<file path="config.mk">
export PLATFORM = sky130hd
export DESIGN_NAME = websocket_frame_receiver_unit_flat
export DESIGN_NICKNAME = d
export VERILOG_FILES = /design/src/rtl/wsfr_pkg.sv /design/src/rtl/wsfr_byte_if.sv /design/src/rtl/wsfr_result_if.sv /design/src/rtl/wsfr_parser.sv /design/src/rtl/websocket_frame_receiver_unit.sv /design/src/flat_wrapper.sv
export SDC_FILE = /design/constraint.sdc
export NUM_CORES = 1
export LEC_CHECK = 0
export BUFFER_PORTS_ARGS = -buffer_cell sky130_fd_sc_hd__buf_2
export CAP_MARGIN = 20
export CORE_ASPECT_RATIO = 0.9
export CORE_UTILIZATION = 47
export CTS_BUF_LIST = sky130_fd_sc_hd__clkbuf_8
export DETAILED_ROUTE_END_ITERATION = 10
export PLACE_DENSITY = 0.65
export SLEW_MARGIN = 20
export SYNTH_ARGS = -nofsm -noshare
export SYNTH_HDL_FRONTEND = slang
export SYNTH_SLANG_ARGS = --single-unit
</file>
<file path="constraint.sdc">
create_clock -name clk -period 14.4 [get_ports clk]
set_clock_uncertainty 0.1 [all_clocks]
set_input_delay 1.44 -clock clk [delete_from_list [all_inputs] [get_ports clk]]
set_output_delay 1.44 -clock clk [all_outputs]
set_load 0.02 [all_outputs]
</file>
<file path="src/rtl/wsfr_pkg.sv">
package wsfr_pkg;

	localparam int DATA_W     = 8;
	localparam int LEN_W      = 63;
	localparam int ACC_W      = 64;
	localparam int KEY_W      = 32;
	localparam int CTRL_LIM_W = 7;
	localparam int OPCODE_W   = 4;
	localparam int KIND_W     = 2;
	localparam int CFG_IDX_W  = 2;
	localparam int CFG_DATA_W = 63;

	typedef enum logic [2:0] {
		PH_HDR0,
		PH_HDR1,
		PH_EXT,
		PH_KEY,
		PH_DATA
	} phase_t;

	typedef enum logic [KIND_W-1:0] {
		KIND_HEADER  = 2'd0,
		KIND_PAYLOAD = 2'd1,
		KIND_ERROR   = 2'd2
	} kind_t;

	localparam logic ERR_PROTOCOL = 1'b0;
	localparam logic ERR_TOO_BIG  = 1'b1;

	localparam logic [CFG_IDX_W-1:0] CFG_MAX_FRAME_LEN = 2'd0;
	localparam logic [CFG_IDX_W-1:0] CFG_CONTROL_LIMIT = 2'd1;

	localparam logic [OPCODE_W-1:0] OP_CONT   = 4'h0;
	localparam logic [OPCODE_W-1:0] OP_TEXT   = 4'h1;
	localparam logic [OPCODE_W-1:0] OP_BINARY = 4'h2;
	localparam logic [OPCODE_W-1:0] OP_CLOSE  = 4'h8;
	localparam logic [OPCODE_W-1:0] OP_PING   = 4'h9;
	localparam logic [OPCODE_W-1:0] OP_PONG   = 4'hA;

	localparam logic [6:0] LEN7_EXT16 = 7'd126;
	localparam logic [6:0] LEN7_EXT64 = 7'd127;
	localparam logic [3:0] EXT16_BYTES = 4'd2;
	localparam logic [3:0] EXT64_BYTES = 4'd8;
	localparam logic [2:0] KEY_BYTES   = 3'd4;

	localparam logic [CFG_DATA_W-1:0] MAX_FRAME_LEN_RST = 63'd1048576;
	localparam logic [CTRL_LIM_W-1:0] CONTROL_LIMIT_RST = 7'd125;

	typedef struct packed {
		logic [LEN_W-1:0]      max_frame_len;
		logic [CTRL_LIM_W-1:0] control_limit;
	} cfg_t;

	typedef struct packed {
		kind_t               out_kind;
		logic                fin;
		logic [OPCODE_W-1:0] opcode;
		logic [LEN_W-1:0]    payload_length;
		logic [DATA_W-1:0]   data_out;
		logic                last_of_frame;
		logic                error_code;
	} result_t;

endpackage

</file>
<file path="src/rtl/wsfr_byte_if.sv">
interface wsfr_byte_if import wsfr_pkg::*; ();
	logic              valid;
	logic              ready;
	logic [DATA_W-1:0] data_byte;

	modport source (output valid, output data_byte, input ready);
	modport sink (input valid, input data_byte, output ready);
endinterface

</file>
<file path="src/rtl/wsfr_result_if.sv">
interface wsfr_result_if import wsfr_pkg::*; ();
	logic                valid;
	logic                ready;
	logic [KIND_W-1:0]   out_kind;
	logic                fin;
	logic [OPCODE_W-1:0] opcode;
	logic [LEN_W-1:0]    payload_length;
	logic [DATA_W-1:0]   data_out;
	logic                last_of_frame;
	logic                error_code;

	modport source (output valid, output out_kind, output fin, output opcode,
		output payload_length, output data_out, output last_of_frame,
		output error_code, input ready);
	modport sink (input valid, input out_kind, input fin, input opcode,
		input payload_length, input data_out, input last_of_frame,
		input error_code, output ready);
endinterface

</file>
<file path="src/rtl/wsfr_parser.sv">
module wsfr_parser import wsfr_pkg::*; (
	input  logic              clk,
	input  logic              arst_n,
	input  logic              step,
	input  logic [DATA_W-1:0] data_byte,
	input  cfg_t              cfg,
	output logic              res_valid,
	output result_t           res
);

	phase_t                phase_q, phase_d;
	logic                  fin_q, fin_d;
	logic [OPCODE_W-1:0]   opcode_q, opcode_d;
	logic [3:0]            ext_left_q, ext_left_d;
	logic [ACC_W-1:0]      length_acc_q, length_acc_d;
	logic [KEY_W-1:0]      mask_key_q, mask_key_d;
	logic [2:0]            key_left_q, key_left_d;
	logic [1:0]            mask_phase_q, mask_phase_d;
	logic [LEN_W-1:0]      remaining_q, remaining_d;
	logic                  failed_q, failed_d;
	logic                  fail_code_q, fail_code_d;

	logic [6:0]            len7;
	logic [ACC_W-1:0]      acc_ext;
	logic [3:0]            ext_dec;
	logic [2:0]            key_dec;
	logic [LEN_W-1:0]      rem_dec;
	logic [ACC_W-1:0]      chk_acc;
	logic                  too_big;
	logic                  op_known;
	logic [1:0]            key_sel;
	logic [DATA_W-1:0]     key_byte;
	logic                  err_hit;
	logic                  err_code;

	assign len7     = data_byte[6:0];
	assign acc_ext  = {length_acc_q[ACC_W-DATA_W-1:0], data_byte};
	assign ext_dec  = ext_left_q - 4'd1;
	assign key_dec  = key_left_q - 3'd1;
	assign rem_dec  = (remaining_q != '0) ? remaining_q - LEN_W'(1) : remaining_q;
	assign chk_acc  = (phase_q == PH_HDR1) ? {{(ACC_W-7){1'b0}}, len7} : acc_ext;
	assign too_big  = chk_acc[LEN_W-1:0] > cfg.max_frame_len;
	assign op_known = (data_byte[3:0] == OP_CONT) || (data_byte[3:0] == OP_TEXT) ||
		(data_byte[3:0] == OP_BINARY) || (data_byte[3:0] == OP_CLOSE) ||
		(data_byte[3:0] == OP_PING) || (data_byte[3:0] == OP_PONG);
	// key byte 0 (first received) masks payload byte 0
	assign key_sel  = 2'd3 - mask_phase_q;
	assign key_byte = mask_key_q[{key_sel, 3'b000} +: DATA_W];

	// fault detection on the current byte
	always_comb begin
		err_hit  = 1'b0;
		err_code = ERR_PROTOCOL;
		case (phase_q)
			PH_HDR0: begin
				if (data_byte[6:4] != 3'd0 || !op_known || (data_byte[3] && !data_byte[7]))
					err_hit = 1'b1;
			end
			PH_HDR1: begin
				// control length is checked ahead of the mask bit
				if ((opcode_q[3] && len7 > cfg.control_limit) || !data_byte[7]) begin
					err_hit = 1'b1;
				end else if (len7 != LEN7_EXT16 && len7 != LEN7_EXT64 && too_big) begin
					err_hit  = 1'b1;
					err_code = ERR_TOO_BIG;
				end
			end
			PH_EXT: begin
				if (ext_dec == 4'd0) begin
					if (chk_acc[ACC_W-1]) begin
						err_hit = 1'b1;
					end else if (too_big) begin
						err_hit  = 1'b1;
						err_code = ERR_TOO_BIG;
					end
				end
			end
			default: begin
				err_hit = 1'b0;
			end
		endcase
	end

	// next state
	always_comb begin
		phase_d      = phase_q;
		fin_d        = fin_q;
		opcode_d     = opcode_q;
		ext_left_d   = ext_left_q;
		length_acc_d = length_acc_q;
		mask_key_d   = mask_key_q;
		key_left_d   = key_left_q;
		mask_phase_d = mask_phase_q;
		remaining_d  = remaining_q;
		failed_d     = failed_q;
		fail_code_d  = fail_code_q;
		if (!failed_q && err_hit) begin
			failed_d    = 1'b1;
			fail_code_d = err_code;
		end else if (!failed_q) begin
			case (phase_q)
				PH_HDR0: begin
					fin_d    = data_byte[7];
					opcode_d = data_byte[3:0];
					phase_d  = PH_HDR1;
				end
				PH_HDR1: begin
					if (len7 == LEN7_EXT16) begin
						length_acc_d = '0;
						ext_left_d   = EXT16_BYTES;
						phase_d      = PH_EXT;
					end else if (len7 == LEN7_EXT64) begin
						length_acc_d = '0;
						ext_left_d   = EXT64_BYTES;
						phase_d      = PH_EXT;
					end else begin
						length_acc_d = chk_acc;
						key_left_d   = KEY_BYTES;
						mask_key_d   = '0;
						phase_d      = PH_KEY;
					end
				end
				PH_EXT: begin
					length_acc_d = acc_ext;
					ext_left_d   = ext_dec;
					if (ext_dec == 4'd0) begin
						key_left_d = KEY_BYTES;
						mask_key_d = '0;
						phase_d    = PH_KEY;
					end
				end
				PH_KEY: begin
					mask_key_d = {mask_key_q[KEY_W-DATA_W-1:0], data_byte};
					key_left_d = key_dec;
					if (key_dec == 3'd0) begin
						remaining_d  = length_acc_q[LEN_W-1:0];
						mask_phase_d = 2'd0;
						phase_d      = (length_acc_q == '0) ? PH_HDR0 : PH_DATA;
					end
				end
				PH_DATA: begin
					mask_phase_d = mask_phase_q + 2'd1;
					remaining_d  = rem_dec;
					if (rem_dec == '0)
						phase_d = PH_HDR0;
				end
				default: begin
					phase_d = PH_HDR0;
				end
			endcase
		end
	end

	// result word
	always_comb begin
		res_valid = 1'b0;
		res       = '0;
		if (failed_q || err_hit) begin
			res_valid      = 1'b1;
			res.out_kind   = KIND_ERROR;
			res.error_code = failed_q ? fail_code_q : err_code;
		end else begin
			case (phase_q)
				PH_KEY: begin
					if (key_dec == 3'd0) begin
						res_valid          = 1'b1;
						res.out_kind       = KIND_HEADER;
						res.fin            = fin_q;
						res.opcode         = opcode_q;
						res.payload_length = length_acc_q[LEN_W-1:0];
						res.last_of_frame  = (length_acc_q == '0);
					end
				end
				PH_DATA: begin
					res_valid          = 1'b1;
					res.out_kind       = KIND_PAYLOAD;
					res.fin            = fin_q;
					res.opcode         = opcode_q;
					res.payload_length = length_acc_q[LEN_W-1:0];
					res.data_out       = data_byte ^ key_byte;
					res.last_of_frame  = (rem_dec == '0);
				end
				default: begin
					res_valid = 1'b0;
				end
			endcase
		end
	end

	always_ff @(posedge clk or negedge arst_n) begin
		if (!arst_n) begin
			phase_q      <= PH_HDR0;
			fin_q        <= 1'b0;
			opcode_q     <= '0;
			ext_left_q   <= '0;
			length_acc_q <= '0;
			mask_key_q   <= '0;
			key_left_q   <= '0;
			mask_phase_q <= '0;
			remaining_q  <= '0;
			failed_q     <= 1'b0;
			fail_code_q  <= 1'b0;
		end else if (step) begin
			phase_q      <= phase_d;
			fin_q        <= fin_d;
			opcode_q     <= opcode_d;
			ext_left_q   <= ext_left_d;
			length_acc_q <= length_acc_d;
			mask_key_q   <= mask_key_d;
			key_left_q   <= key_left_d;
			mask_phase_q <= mask_phase_d;
			remaining_q  <= remaining_d;
			failed_q     <= failed_d;
			fail_code_q  <= fail_code_d;
		end
	end

endmodule

</file>
<file path="src/rtl/websocket_frame_receiver_unit.sv">
// channel       | dir | word                      | payload
// frame_bytes   | in  | one received stream byte  | data_byte
// results       | out | header, payload or error  | out_kind, fin, opcode, payload_length,
//               |     |                           | data_out, last_of_frame, error_code
// config write  | in  | write_en/reg_index/write_data, no read-back
//
// One byte per cycle sustained while results does not stall. A byte is held
// in the input register, is parsed against the frame state and lands in the
// result register. arst_n clears the frame state and the sticky failure and
// resets the config registers (max 1048576, control limit 125).
// When results stalls, the input register holds its byte and frame_bytes.ready
// drops once that register is full.
module websocket_frame_receiver_unit import wsfr_pkg::*; (
	input  logic                  clk,
	input  logic                  arst_n,
	wsfr_byte_if.sink             frame_bytes,
	wsfr_result_if.source         results,
	input  logic                  write_en,
	input  logic [CFG_IDX_W-1:0]  reg_index,
	input  logic [CFG_DATA_W-1:0] write_data
);

	logic              byte_vld_s1;
	logic [DATA_W-1:0] byte_s1;
	logic              res_vld_q;
	result_t           res_q;
	cfg_t              cfg_q;
	logic              out_free;
	logic              advance;
	logic              res_valid;
	result_t           res;

	assign out_free          = !res_vld_q || results.ready;
	assign advance           = byte_vld_s1 && out_free;
	assign frame_bytes.ready = !byte_vld_s1 || advance;

	always_ff @(posedge clk or negedge arst_n) begin
		if (!arst_n) begin
			cfg_q.max_frame_len <= MAX_FRAME_LEN_RST;
			cfg_q.control_limit <= CONTROL_LIMIT_RST;
		end else if (write_en) begin
			case (reg_index)
				CFG_MAX_FRAME_LEN: cfg_q.max_frame_len <= write_data[LEN_W-1:0];
				CFG_CONTROL_LIMIT: cfg_q.control_limit <= write_data[CTRL_LIM_W-1:0];
				default: begin
					cfg_q <= cfg_q;
				end
			endcase
		end
	end

	always_ff @(posedge clk or negedge arst_n) begin
		if (!arst_n) begin
			byte_vld_s1 <= 1'b0;
		end else if (frame_bytes.valid && frame_bytes.ready) begin
			byte_vld_s1 <= 1'b1;
		end else if (advance) begin
			byte_vld_s1 <= 1'b0;
		end
	end

	always_ff @(posedge clk) begin
		if (frame_bytes.valid && frame_bytes.ready)
			byte_s1 <= frame_bytes.data_byte;
	end

	wsfr_parser u_parser (
		.clk       (clk),
		.arst_n    (arst_n),
		.step      (advance),
		.data_byte (byte_s1),
		.cfg       (cfg_q),
		.res_valid (res_valid),
		.res       (res)
	);

	always_ff @(posedge clk or negedge arst_n) begin
		if (!arst_n) begin
			res_vld_q <= 1'b0;
		end else if (advance && res_valid) begin
			res_vld_q <= 1'b1;
		end else if (results.ready) begin
			res_vld_q <= 1'b0;
		end
	end

	always_ff @(posedge clk) begin
		if (advance && res_valid)
			res_q <= res;
	end

	assign results.valid          = res_vld_q;
	assign results.out_kind       = res_q.out_kind;
	assign results.fin            = res_q.fin;
	assign results.opcode         = res_q.opcode;
	assign results.payload_length = res_q.payload_length;
	assign results.data_out       = res_q.data_out;
	assign results.last_of_frame  = res_q.last_of_frame;
	assign results.error_code     = res_q.error_code;

endmodule

</file>
<file path="src/flat_wrapper.sv">
// flat-port wrapper written by rule: the top's interface ports become plain ports
module websocket_frame_receiver_unit_flat import wsfr_pkg::*;
  (clk, arst_n, write_en, reg_index, write_data, frame_bytes_valid, frame_bytes_data_byte, frame_bytes_ready, results_valid, results_out_kind, results_fin, results_opcode, results_payload_length, results_data_out, results_last_of_frame, results_error_code, results_ready);
  wsfr_byte_if frame_bytes_i ();
  wsfr_result_if results_i ();
  input  logic clk;
  input  logic arst_n;
  input  logic write_en;
  input  logic [CFG_IDX_W-1:0] reg_index;
  input  logic [CFG_DATA_W-1:0] write_data;
  input wire logic [$bits(frame_bytes_i.valid)-1:0] frame_bytes_valid;
  input wire logic [$bits(frame_bytes_i.data_byte)-1:0] frame_bytes_data_byte;
  output wire logic [$bits(frame_bytes_i.ready)-1:0] frame_bytes_ready;
  output wire logic [$bits(results_i.valid)-1:0] results_valid;
  output wire logic [$bits(results_i.out_kind)-1:0] results_out_kind;
  output wire logic [$bits(results_i.fin)-1:0] results_fin;
  output wire logic [$bits(results_i.opcode)-1:0] results_opcode;
  output wire logic [$bits(results_i.payload_length)-1:0] results_payload_length;
  output wire logic [$bits(results_i.data_out)-1:0] results_data_out;
  output wire logic [$bits(results_i.last_of_frame)-1:0] results_last_of_frame;
  output wire logic [$bits(results_i.error_code)-1:0] results_error_code;
  input wire logic [$bits(results_i.ready)-1:0] results_ready;
  assign frame_bytes_i.valid = frame_bytes_valid;
  assign frame_bytes_i.data_byte = frame_bytes_data_byte;
  assign frame_bytes_ready = frame_bytes_i.ready;
  assign results_valid = results_i.valid;
  assign results_out_kind = results_i.out_kind;
  assign results_fin = results_i.fin;
  assign results_opcode = results_i.opcode;
  assign results_payload_length = results_i.payload_length;
  assign results_data_out = results_i.data_out;
  assign results_last_of_frame = results_i.last_of_frame;
  assign results_error_code = results_i.error_code;
  assign results_i.ready = results_ready;
  websocket_frame_receiver_unit u_core (.clk(clk), .arst_n(arst_n), .frame_bytes(frame_bytes_i), .results(results_i), .write_en(write_en), .reg_index(reg_index), .write_data(write_data));
endmodule
</file>
**Yosys cells after proc, flatten, opt, wreduce, memory -nomap -nowiden**

Index checks and enable logic that the tools add are counted.

- Add/sub/neg operators: 5
- Magnitude comparators: 2
- Equal/unequal tests: 20
- Shift operators: 1
- Multiplexer cells: 50
- Bitwise logic cells: 4
- Reduce and logical (&&, ||, !) cells: 48

Operator list:

| kind | number |
|---|---|
| 2-to-1 mux 64 bit | 3 |
| case mux 69 bit (2 select lines) | 1 |
| case mux 64 bit (2 select lines) | 1 |
| 2-to-1 mux 63 bit | 2 |
| case mux 63 bit (2 select lines) | 1 |
| 2-to-1 mux 32 bit | 3 |
| case mux 32 bit (3 select lines) | 1 |
| 2-to-1 mux 68 bit | 1 |
| zero test 64 bit | 1 |
| > comparator 63 bit | 1 |
| zero test 63 bit | 1 |
| nonzero test 63 bit | 1 |
| subtractor 63 x 1 -> 63 bit (second input constant) | 1 |
| indexed part select 32 x 6 -> 8 bit | 1 |
| 2-to-1 mux 3 bit | 7 |
| 2-to-1 mux 1 bit | 19 |
| case mux 3 bit (5 select lines) | 1 |
| == test 7 bit (second input constant) | 2 |
| != test 7 bit (second input constant) | 2 |
| == test 4 bit (second input constant) | 3 |
| logical OR 1 bit | 11 |
| != test 2 bit (second input constant) | 5 |
| AND reduction 5 bit | 2 |
| case mux 3 bit (3 select lines) | 1 |
| other kinds (32) | 58 |

- Register bits after elaboration: 338
- Input bits: 78
- Output and inout bits: 82
- Word-level logic and storage cells: 153

**Longest topological paths before layout**

Gate-level depths: netlist of the first run.

- Depth after elaboration: 15
- Depth in mapped cells: 19
- Depth with buffers taken out: 14

**Cells and area by module**

A second synthesis of the first run with hierarchy kept.

- Cell total of the unflattened synthesis: 1840
- Area, all modules: 18632.9 um^2

Modules (own cells, without submodules):

| module | times used | cells each | area each (um^2) | seq. area each (um^2) |
|---|---|---|---|---|
| wsfr_parser | 1 | 1593 | 12968.7 | 4454.3 |
| websocket_frame_receiver_unit | 1 | 247 | 5664.2 | 4453.0 |

**Worst setup path after synthesis of the first run**

OpenSTA, ideal clock, no wires.

- Path type: flip-flop to flip-flop
- From: register u_core.u_parser.phase_q[0]
- To: register u_core.res_q, in the netlist u_core.results.data_out[0], enable pin
- Data arrival time: 7.223 ns
- Setup slack: 6.532 ns
- Stages on the path, launching flop included: 16
- Clock period less this slack: 7.868 ns
- Path through: dfrtp_1 -> clkbuf_1 -> or3b_2 -> buf_1 -> clkbuf_1 -> and2_1 -> ha_1 -> nand3_1 -> nor4_1 -> and3_1 -> nand2_1 -> or3_1 -> o221ai_1 -> o211a_1 -> nor3_1 -> a21oi_1

- Cells in the longest elaborated chain, start to end: 10
- Elaborated cells on any way between the ends: 18

RTL lines:

| what | RTL line | source |
|---|---|---|
| from (decl) | wsfr_parser.sv:11 | `phase_t phase_q, phase_d;` |
| from (signal assigned) | wsfr_parser.sv:204 | `phase_q <= phase_d;` |
| == test 3 x 1 -> 1 bit | wsfr_parser.sv:41, wsfr_parser.sv:54 |  |
| 2-to-1 mux 64 bit | wsfr_parser.sv:41 | `assign chk_acc = (phase_q == PH_HDR1) ? {{(ACC_W-7){1'b0}}, len7} : acc_ext;` |
| > comparator 63 bit | wsfr_parser.sv:42 | `assign too_big = chk_acc[LEN_W-1:0] > cfg.max_frame_len;` |
| 2-to-1 mux 1 bit or logical AND 1 bit (tied branches) | wsfr_parser.sv:72, wsfr_parser.sv:63 |  |
| 2-to-1 mux 1 bit, on equally long branches | wsfr_parser.sv:70, wsfr_parser.sv:63 |  |
| 2-to-1 mux 1 bit, on equally long branches | wsfr_parser.sv:69, wsfr_parser.sv:61 |  |
| case mux 1 bit (3 select lines) | wsfr_parser.sv:54 | `case (phase_q)` |
| logical OR 1 bit | wsfr_parser.sv:158 | `if (failed_q \|\| err_hit) begin` |
| 2-to-1 mux 1 bit (*) | wsfr_parser.sv:158 |  |
| logical AND 1 bit (*) | websocket_frame_receiver_unit.sv:88 | `if (advance && res_valid)` |
| to (signal assigned) | websocket_frame_receiver_unit.sv:89 | `res_q <= res;` |
| to (decl) | websocket_frame_receiver_unit.sv:26 | `result_t res_q;` |

Every way passes the cells marked *; elsewhere a longest branch is shown, timed or not.
A chain may end at the register's enable or synchronous reset.

**Final worst setup path of the first run**

- From: register u_core.u_parser.phase_q[1]
- To: register u_core.res_q, in the netlist u_core.results.payload_length[60], enable pin

Same word-level chain as after synthesis.

==> results of run 1 <==
state kept, by name, indices dropped and copies added, names as in the netlist, 4 cells and up:
name / count
u_core.results.payload_length: 63
u_core.u_parser.remaining_q: 63
u_core.u_parser.ext_left_q: 4
u_core.byte_s1: 8
u_core.u_parser.mask_key_q: 32
u_core.results.data_out: 8
u_core.cfg_q: 70
u_core.u_parser.opcode_q: 4
u_core.u_parser.length_acc_q: 64
u_core.results.opcode: 4
worst min-delay path: stages, from the launching register on:
cell and delay, ns:
sky130_fd_sc_hd__dfrtp_1 0.35, sky130_fd_sc_hd__nand2_1 0.05, sky130_fd_sc_hd__o21ai_0 0.06
area by class of cell:
| class | instances | area [um2] | area share |
|---|---|---|---|
| Clock buffer | 60 | 825.8 | 0.03969 |
| Clock inverter | 45 | 389.1 | 0.01870 |
| Inverter | 95 | 356.6 | 0.01714 |
| Multi-Input combinational cell | 1473 | 8721 | 0.4192 |
| Sequential cell | 338 | 8907 | 0.4281 |
| Tap cell | 525 | 656.9 | 0.03157 |
| Timing Repair Buffer | 178 | 948.4 | 0.04559 |
layout by cell type (no fill, tap or decap), types with 7 or more instances in the layout:
master,Yosys,routed
sky130_fd_sc_hd__o21ai_0,271,270
sky130_fd_sc_hd__or2_2,8,8
sky130_fd_sc_hd__or3_1,22,22
sky130_fd_sc_hd__or4_1,10,10
sky130_fd_sc_hd__a21oi_1,92,91
sky130_fd_sc_hd__dfstp_2,7,7
sky130_fd_sc_hd__buf_4,1,19
sky130_fd_sc_hd__and2_1,126,124
sky130_fd_sc_hd__o22ai_1,15,15
sky130_fd_sc_hd__a21o_1,30,30
sky130_fd_sc_hd__xor2_1,8,8
sky130_fd_sc_hd__nor3_1,48,48
sky130_fd_sc_hd__buf_2,2,158
sky130_fd_sc_hd__a22oi_1,15,15
sky130_fd_sc_hd__a211oi_1,8,8
sky130_fd_sc_hd__xnor2_1,29,29
sky130_fd_sc_hd__nand4_1,31,31
sky130_fd_sc_hd__edfxtp_1,88,88
sky130_fd_sc_hd__ha_1,75,75
sky130_fd_sc_hd__nand2b_1,13,13
sky130_fd_sc_hd__dfrtp_1,243,243
sky130_fd_sc_hd__clkbuf_8,0,60
sky130_fd_sc_hd__inv_1,95,113
sky130_fd_sc_hd__mux4_2,8,8
sky130_fd_sc_hd__nand3_1,44,44
sky130_fd_sc_hd__mux2_2,14,14
sky130_fd_sc_hd__nor2_1,105,102
sky130_fd_sc_hd__bufinv_16,0,7
sky130_fd_sc_hd__nor2b_1,9,9
sky130_fd_sc_hd__nor4_1,33,33
sky130_fd_sc_hd__clkinv_2,0,10
sky130_fd_sc_hd__nand2_1,348,347
where the power goes:
group	total, mW	internal, mW	switching (mW)
combinational	0.362	0.135	0.227
sequential	1.14	1.06	0.0738
clock	0.926	0.513	0.413
cells by family after synthesis:
family / Yosys count / share of synthesized area
muxes: 24 / 0.01950
DFF: 338 / 0.4854
and+or+nand+nor: 847 / 0.2305
xor gates and xnor gates: 38 / 0.01855
AOI/OAI and AO/OA: 489 / 0.1529
adders and majority gates: 75 / 0.05114
buffers and inverters: 204 / 0.04207
path summary, 6_finish.rpt:
path                                                       startpoint                                               to
setup / recovery               u_core.u_parser.phase_q[1]$_DFFE_PN0P_  u_core.results.payload_length[60]$_SDFFCE_PP0P_
min in group asynchronous                                      arst_n                     u_core.cfg_q[33]$_DFFE_PN0P_
max in group asynchronous                                      arst_n       u_core.u_parser.mask_key_q[15]$_DFFE_PN0P_
setup reg to reg               u_core.u_parser.phase_q[1]$_DFFE_PN0P_  u_core.results.payload_length[60]$_SDFFCE_PP0P_
hold / removal             u_core.u_parser.mask_key_q[24]$_DFFE_PN0P_       u_core.u_parser.mask_key_q[24]$_DFFE_PN0P_
hold reg to reg            u_core.u_parser.mask_key_q[24]$_DFFE_PN0P_       u_core.u_parser.mask_key_q[24]$_DFFE_PN0P_
metal layers:
layer / vias up / part of all wire
li1: 7344 / -
met1: 7532 / 0.45
met2: 567 / 0.44
met3: 107 / 0.080
met4: 2 / 0.031
met5: - / 0.00067
==> impl_results.md, run 1 <==
- Clock root cell: sky130_fd_sc_hd__clkbuf_8
- DRC violation count after routing: 0
- Post-synth EDFFs: roughly 90
- Total global routing overflow: 0
- Slew of the pin with the lowest slew margin: roughly 0.99 ns
- Synthesized area: roughly 0.018 mm2
- Final core utilization: 0.5422
- Clock Sink Count: between 300 and 400
- Antenna fix cells: 0
- Worst-case register-to-register setup slack: roughly 8.6 ns
- Max cap viols: 0
- Post-DRT Antenna Nets: 0
- Port-buffer cells: between 150 and 200
- Classification of the worst-slack hold path: flop to flop
- Cell family with the largest share of critical-path delay: simple AND/OR/NAND/NOR gates
- Power per cell area: between 100 and 150 mW/mm2
- Max_slew headroom: 0.3415
- Setup WS pre-CTS: roughly 8.6 ns
- TritonCTS buffer count: 56
- Hold violation total from the final report: 0
- Global-route met3 utilization: 0.06485
- Avg WL per Cell: 20.43 um
- Arrival time at the worst endpoint: slightly below 6 ns
- CTS Hold Bufs: 0
- M2 GR Usage: 0.4223
- Kind of start point of the critical path: flop
- Leakage component of the power: just over 9 nW
- Final Instance Count excl. Fillers: roughly 2700
- Largest net degree at the start of global routing: 119
- Delay of the slowest critical-path stage: ~0.73 ns
- Total number of vias: between 15000 and 20000
- Area Overhead vs Synth: 13.37%
- Layout cells sized above 1: 0.1489
- Max FO, Critical Path: 64
- 1st-iter DRT viols: roughly 1600
- Buf+Inv Stages, Crit Path: 2
- RSZ-0062 raised after global routing: no
- Slew Viols, Final: 0
- Cell area after placement: between 0.015 and 0.02 mm2
- Number of iterations in the first detailed-routing pass: 5
- FF-to-FF path depth: 14
- Number of instances in the synthesized netlist: slightly above 2000
- Total wirelength of the detailed-routed design: around 55000 um
- WP data required: 14.56 ns
- Proportion of synthesized chip area in sequential cells: 0.4854
- Cell type of the slowest stage on the worst timing path: sky130_fd_sc_hd__buf_4
- Initial antenna violation count: 0
- Largest cells by area after synthesis: sky130_fd_sc_hd__dfrtp_1, sky130_fd_sc_hd__edfxtp_1, sky130_fd_sc_hd__o21ai_0
- Final critical-path required period: approximately 5.8 ns
- Yosys cell types: a little over 80
- Synth cell count leaders: sky130_fd_sc_hd__nand2_1, sky130_fd_sc_hd__o21ai_0, sky130_fd_sc_hd__dfrtp_1, sky130_fd_sc_hd__and2_1, sky130_fd_sc_hd__nor2_1
- Finished Cell Area: between 0.02 and 0.025 mm2
- Worst path cell trace: or3b_2 -> buf_4 -> and2_1 -> ha_1 -> nand3_1 -> nor4_1 -> and3_1 -> nand2_1 -> or3_1 -> o221ai_1 -> o211a_1 -> nor3_1 -> a21oi_4 -> buf_4
- CTS HTree Levels: 2
- Height of the die: 189.5 um
- Total I/O pin count: 160
- Warning count from the yosys run: 0
- Hold WS: 0.3843 ns
- F_max: ~0.17 GHz
- Portion of synthesized cell area occupied by the leading cell type: 0.3314
- Half-perimeter wire length of the detailed placement result: approximately 40000 um
- Maximum vdd ir drop: ~70 uV
- Filler cells: about 3500
- First-pass GRT wire length: 86560 um
- Dominant cell type by count on the critical path: sky130_fd_sc_hd__buf_4
- Endpoint kind of the worst setup timing path: flop
- Insertion delay of the later-clocked pin in the worst-skew pair: around 0.66 ns
- PostCTS Resize Cnt: 0
- Result of the run: finished clean
- Number of nets produced by synthesis: between 2000 and 2500
- Clock-pin slew of the registers on the worst-case setup and hold paths: around 0.070 ns
- Mapped Avg Cell Area: between 9 and 10 um2
- Cell type with the highest aggregate area in the netlist: sky130_fd_sc_hd__dfrtp_1
- Number of cells on the critical path: 14
- Largest buffer count on any clock path: 3
- Final Net Count: 2295
- Critical setup path kind: flop to flop
- Weighted congestion at the end of routability-driven global placement: between 0.9 and 1
- Setup ws final: 8.639 ns
- Starting density of the core: 0.4783
- Horiz. Die Dim: between 200 and 250 um
- Placement row count: just under 70
- Number of global-route vias before repair: 14930
- Power consumption: ~2.4 mW
- CTS tree: done
- Commonest register cell after synthesis: sky130_fd_sc_hd__dfrtp_1
- Worst hold path cell count: 2
- Total Die Area: between 0.03 and 0.04 mm2
- Period Utilization, post-route: 0.4000
- Placed Instances: approximately 2600
- Buffers inserted by post-CTS timing repair: 0
- Post-route setup TNS: 0 ns
- Met1 demand-to-capacity share in global routing: 0.3994
- Number of storage elements in the synthesis netlist: 338
- Final Setup Violations: 0
- Most frequently used cell type in the post-synthesis netlist: sky130_fd_sc_hd__nand2_1
- Routing layer with the top usage in global route: met2
- Core area: 0.03837 mm2
- Share of flip-flops with an asynchronous set or reset after synthesis: 0.7396
- Via-to-Cell Ratio: 5.730
- Global-route total usage across every layer: 0.2822
Power figures use the tool's default switching activity.
==> inputs of run 2 (changes only) <==
--- a/config.mk
+++ b/config.mk
@@ -11,7 +11,7 @@
 export CORE_UTILIZATION = 47
 export CTS_BUF_LIST = sky130_fd_sc_hd__clkbuf_8
 export DETAILED_ROUTE_END_ITERATION = 10
-export PLACE_DENSITY = 0.65
+export PLACE_DENSITY = 0.68
 export SLEW_MARGIN = 20
 export SYNTH_ARGS = -nofsm -noshare
 export SYNTH_HDL_FRONTEND = slang
==> constraint.sdc (replaced) <==
create_clock -name clk -period 4.6 [get_ports clk]
set_clock_uncertainty 0.1 [all_clocks]
set_input_delay 0.46 -clock clk [delete_from_list [all_inputs] [get_ports clk]]
set_output_delay 0.46 -clock clk [all_outputs]
set_load 0.02 [all_outputs]
==> run 2 against run 1 <==
Worst setup slack lost 8.5 ns. Die area is the same. Largest cell class unchanged. Combinational power grew to 3.5 times the previous value. Sequential cell count is the same. Power grew to 3.0 times the previous value. Largest power group unchanged. Register-to-register slack lost 8.5 ns. Highest routed layer is now met4. Critical endpoint is now u_core.u_parser.length_acc_q[45]$_DFFE_PN0P_. Hold slack lost 0.12 ns. Count of clock-buffer cells in the layout grew 1. Non-clock buffer count grew 146. Global-route usage grew 0.55 points. Fmax grew 30%. Critical path depth is the same.
==> impl_results.md, run 2 (same netlist as run 1, synthesis figures left out) <==
- Result of the run: finished clean
- CTS HTree Levels: 2
- Placed Instances: ~2700
- 1st-iter DRT viols: 1544
- Max_slew headroom: 0.1982
- Largest buffer count on any clock path: 3
- Most frequent cells in the layout: sky130_fd_sc_hd__nand2_1, sky130_fd_sc_hd__o21ai_0, sky130_fd_sc_hd__dfrtp_1
- Layout cells sized above 1: 0.1713
- Cell type of the slowest stage on the worst timing path: sky130_fd_sc_hd__or3b_4
- Endpoint kind of the worst setup timing path: flop
- Antenna fix cells: 0
- WP data required: 5.00 ns
- Number of flip-flops in the largest register: 70
- FF-to-FF path depth: 14
- Port-buffer cells: 159
- Largest net degree at the start of global routing: about 130
- Delay of the slowest critical-path stage: roughly 0.61 ns
- Multi-input logic area: 0.008800 mm2
- Post-route setup TNS: 0 ns
- Max cap viols: 0
- Final critical-path required period: ~4.4 ns
- Clock root cell: sky130_fd_sc_hd__clkbuf_8
- Slew of the pin with the lowest slew margin: approximately 1.2 ns
- Period Utilization, post-route: 0.9603
- Slew Viols, Final: 0
- Half-perimeter wire length of the detailed placement result: slightly below 40000 um
- Switching Fraction: 0.3075
- DRC violation count after routing: 0
- Sequential fraction of design power: 0.484
- Registers with the most flip-flops: u_core.cfg_q (70), u_core.u_parser.length_acc_q (64)
- Core area: 0.03837 mm2
- Final Net Count: between 2000 and 2500
- Total wirelength of the detailed-routed design: between 50000 and 60000 um
- F_max: ~0.23 GHz
- TritonCTS buffer count: 56
- Total I/O pin count: 160
- Largest reg by FF count: u_core.cfg_q
- Arrival time at the worst endpoint: about 4.8 ns
- Leakage component of the power: approximately 9.9 nW
- RSZ-0062 raised after global routing: no
- Horiz. Die Dim: approximately 210 um
- CTS tree: done
- Total Die Area: 0.03984 mm2
- Avg WL per Cell: about 20 um
- Kind of start point of the critical path: flop
- Final Instance Count excl. Fillers: between 2000 and 3000
- Critical setup path kind: flop to flop
- Initial antenna violation count: 1
- Power per cell area: around 330 mW/mm2
- Classification of the worst-slack hold path: input port to flop
- Net switching component of the power: approximately 2.3 mW
- Comb pwr share: 0.172
- First-pass GRT wire length: around 90000 um
- Maximum vdd ir drop: 252.2 uV
- Weighted congestion at the end of routability-driven global placement: about 1
- Power consumption: roughly 7.3 mW
- Internal power: 5.072 mW
- Height of the die: approximately 190 um
- Clock-pin slew of the registers on the worst-case setup and hold paths: 0.06 ns
- Worst hold path cell count: 5
- Post-DRT Antenna Nets: 0
- Max FO, Critical Path: ~110
- Placement row count: between 60 and 70
- Worst path cell trace: or3b_4 -> and2_1 -> ha_1 -> a21o_1 -> a21o_1 -> a21oi_1 -> o21ai_0 -> a21oi_1 -> o221ai_2 -> o211a_1 -> a2111o_2 -> buf_12 -> nand2_1 -> o21ai_0
- Global-route total usage across every layer: 0.2877
- Filler cells: ~3400
- Most frequent standard cell in the layout excluding fill and tap cells: sky130_fd_sc_hd__nand2_1
- Clock Sink Count: about 340
- Insertion delay of the later-clocked pin in the worst-skew pair: between 0.6 and 0.7 ns
- Final Setup Violations: 0
- Total number of vias: 16160
- Share of power burned in the clock network: 0.344
- Number of global-route vias before repair: about 16000
- Hold violation total from the final report: 0
- Number of iterations in the first detailed-routing pass: 5
- Area Overhead vs Synth: 20.79%
- Via-to-Cell Ratio: approximately 5.6
- Total global routing overflow: 0
- Starting density of the core: 0.4783
- FF+latch area: roughly 0.0089 mm2
## run 2: cell type report
class | instances | share of cell area
Multi-Input combinational cell | 1473 | 0.3970
Clock inverter | 44 | 0.009595
Tap cell | 525 | 0.02963
Inverter | 95 | 0.01609
Sequential cell | 338 | 0.4018
Clock buffer | 61 | 0.03787
Timing Repair Buffer | 324 | 0.1080
## run 2: worst paths after layout
check	end	startpoint	slack, ns
max	u_core.u_parser.length_acc_q[45]$_DFFE_PN0P_	u_core.u_parser.phase_q[1]$_DFFE_PN0P_	0.18
min reg2reg	u_core.u_parser.mask_key_q[24]$_DFFE_PN0P_	u_core.u_parser.mask_key_q[24]$_DFFE_PN0P_	0.38
max reg2reg	u_core.u_parser.length_acc_q[45]$_DFFE_PN0P_	u_core.u_parser.phase_q[1]$_DFFE_PN0P_	0.18
min	u_core.cfg_q[17]$_DFFE_PN0P_	reg_index[1]	0.26
max in group asynchronous	u_core.u_parser.remaining_q[37]$_DFFE_PN0P_	arst_n	3.01
min in group asynchronous	u_core.u_parser.length_acc_q[27]$_DFFE_PN0P_	arst_n	0.40
## run 2: metal layers
metal,global-route usage,part of all wire,wire [um]
met3,0.04130,0.067,3765
met1,0.3854,0.43,23870
met5,0,0,0
met4,0.1162,0.034,1936
met2,0.4702,0.47,26560
## run 2: timing repair
item | 4_1_cts | 5_1_grt
setup endpoints to repair | 0 | 5
hold buffers | 75 | 0
hold endpoints to repair | 197 | 0
gates resized for setup | 0 | 1
setup buffers | 0 | 1
## run 2: power by group through the flow
stage	sequential [mW]	clock, mW	combinational (mW)
3_3_place_gp	3.59	0	1.17
4_1_cts	3.54	2.58	1.26
6_report	3.54	2.52	1.26
5_1_grt	3.57	2.71	1.40
3_5_place_dp	3.60	0	1.20
2_1_floorplan	3.57	0	0.755
## run 2: stage by stage
step / worst slack (ns) / cell area, um2 / hold slack (ns) / utilization
after floorplan: -0.3685 / 18470 / 0.06441 / -
after global placement: 0.2678 / 20340 / 0.3562 / 0.5300
after detailed placement: 0.1595 / 20340 / 0.3746 / 0.5300
after CTS: 0.1466 / 22140 / 0.2339 / 0.5770
after global routing: 0.007274 / 22170 / 0.3146 / 0.5777
final: 0.1824 / 22170 / 0.2614 / 0.5777
## run 2: worst max-delay path: cells and delay by family, from the launching register on
| family | cells | cell delay [ns] |
|---|---|---|
| AO/OA/AOI/OAI | 9 | 2.20 |
| AND/OR/NAND/NOR | 3 | 0.98 |
| flip-flops | 1 | 0.38 |
| adder cells (fa/ha/maj) | 1 | 0.29 |
| buffers and inverters | 1 | 0.22 |
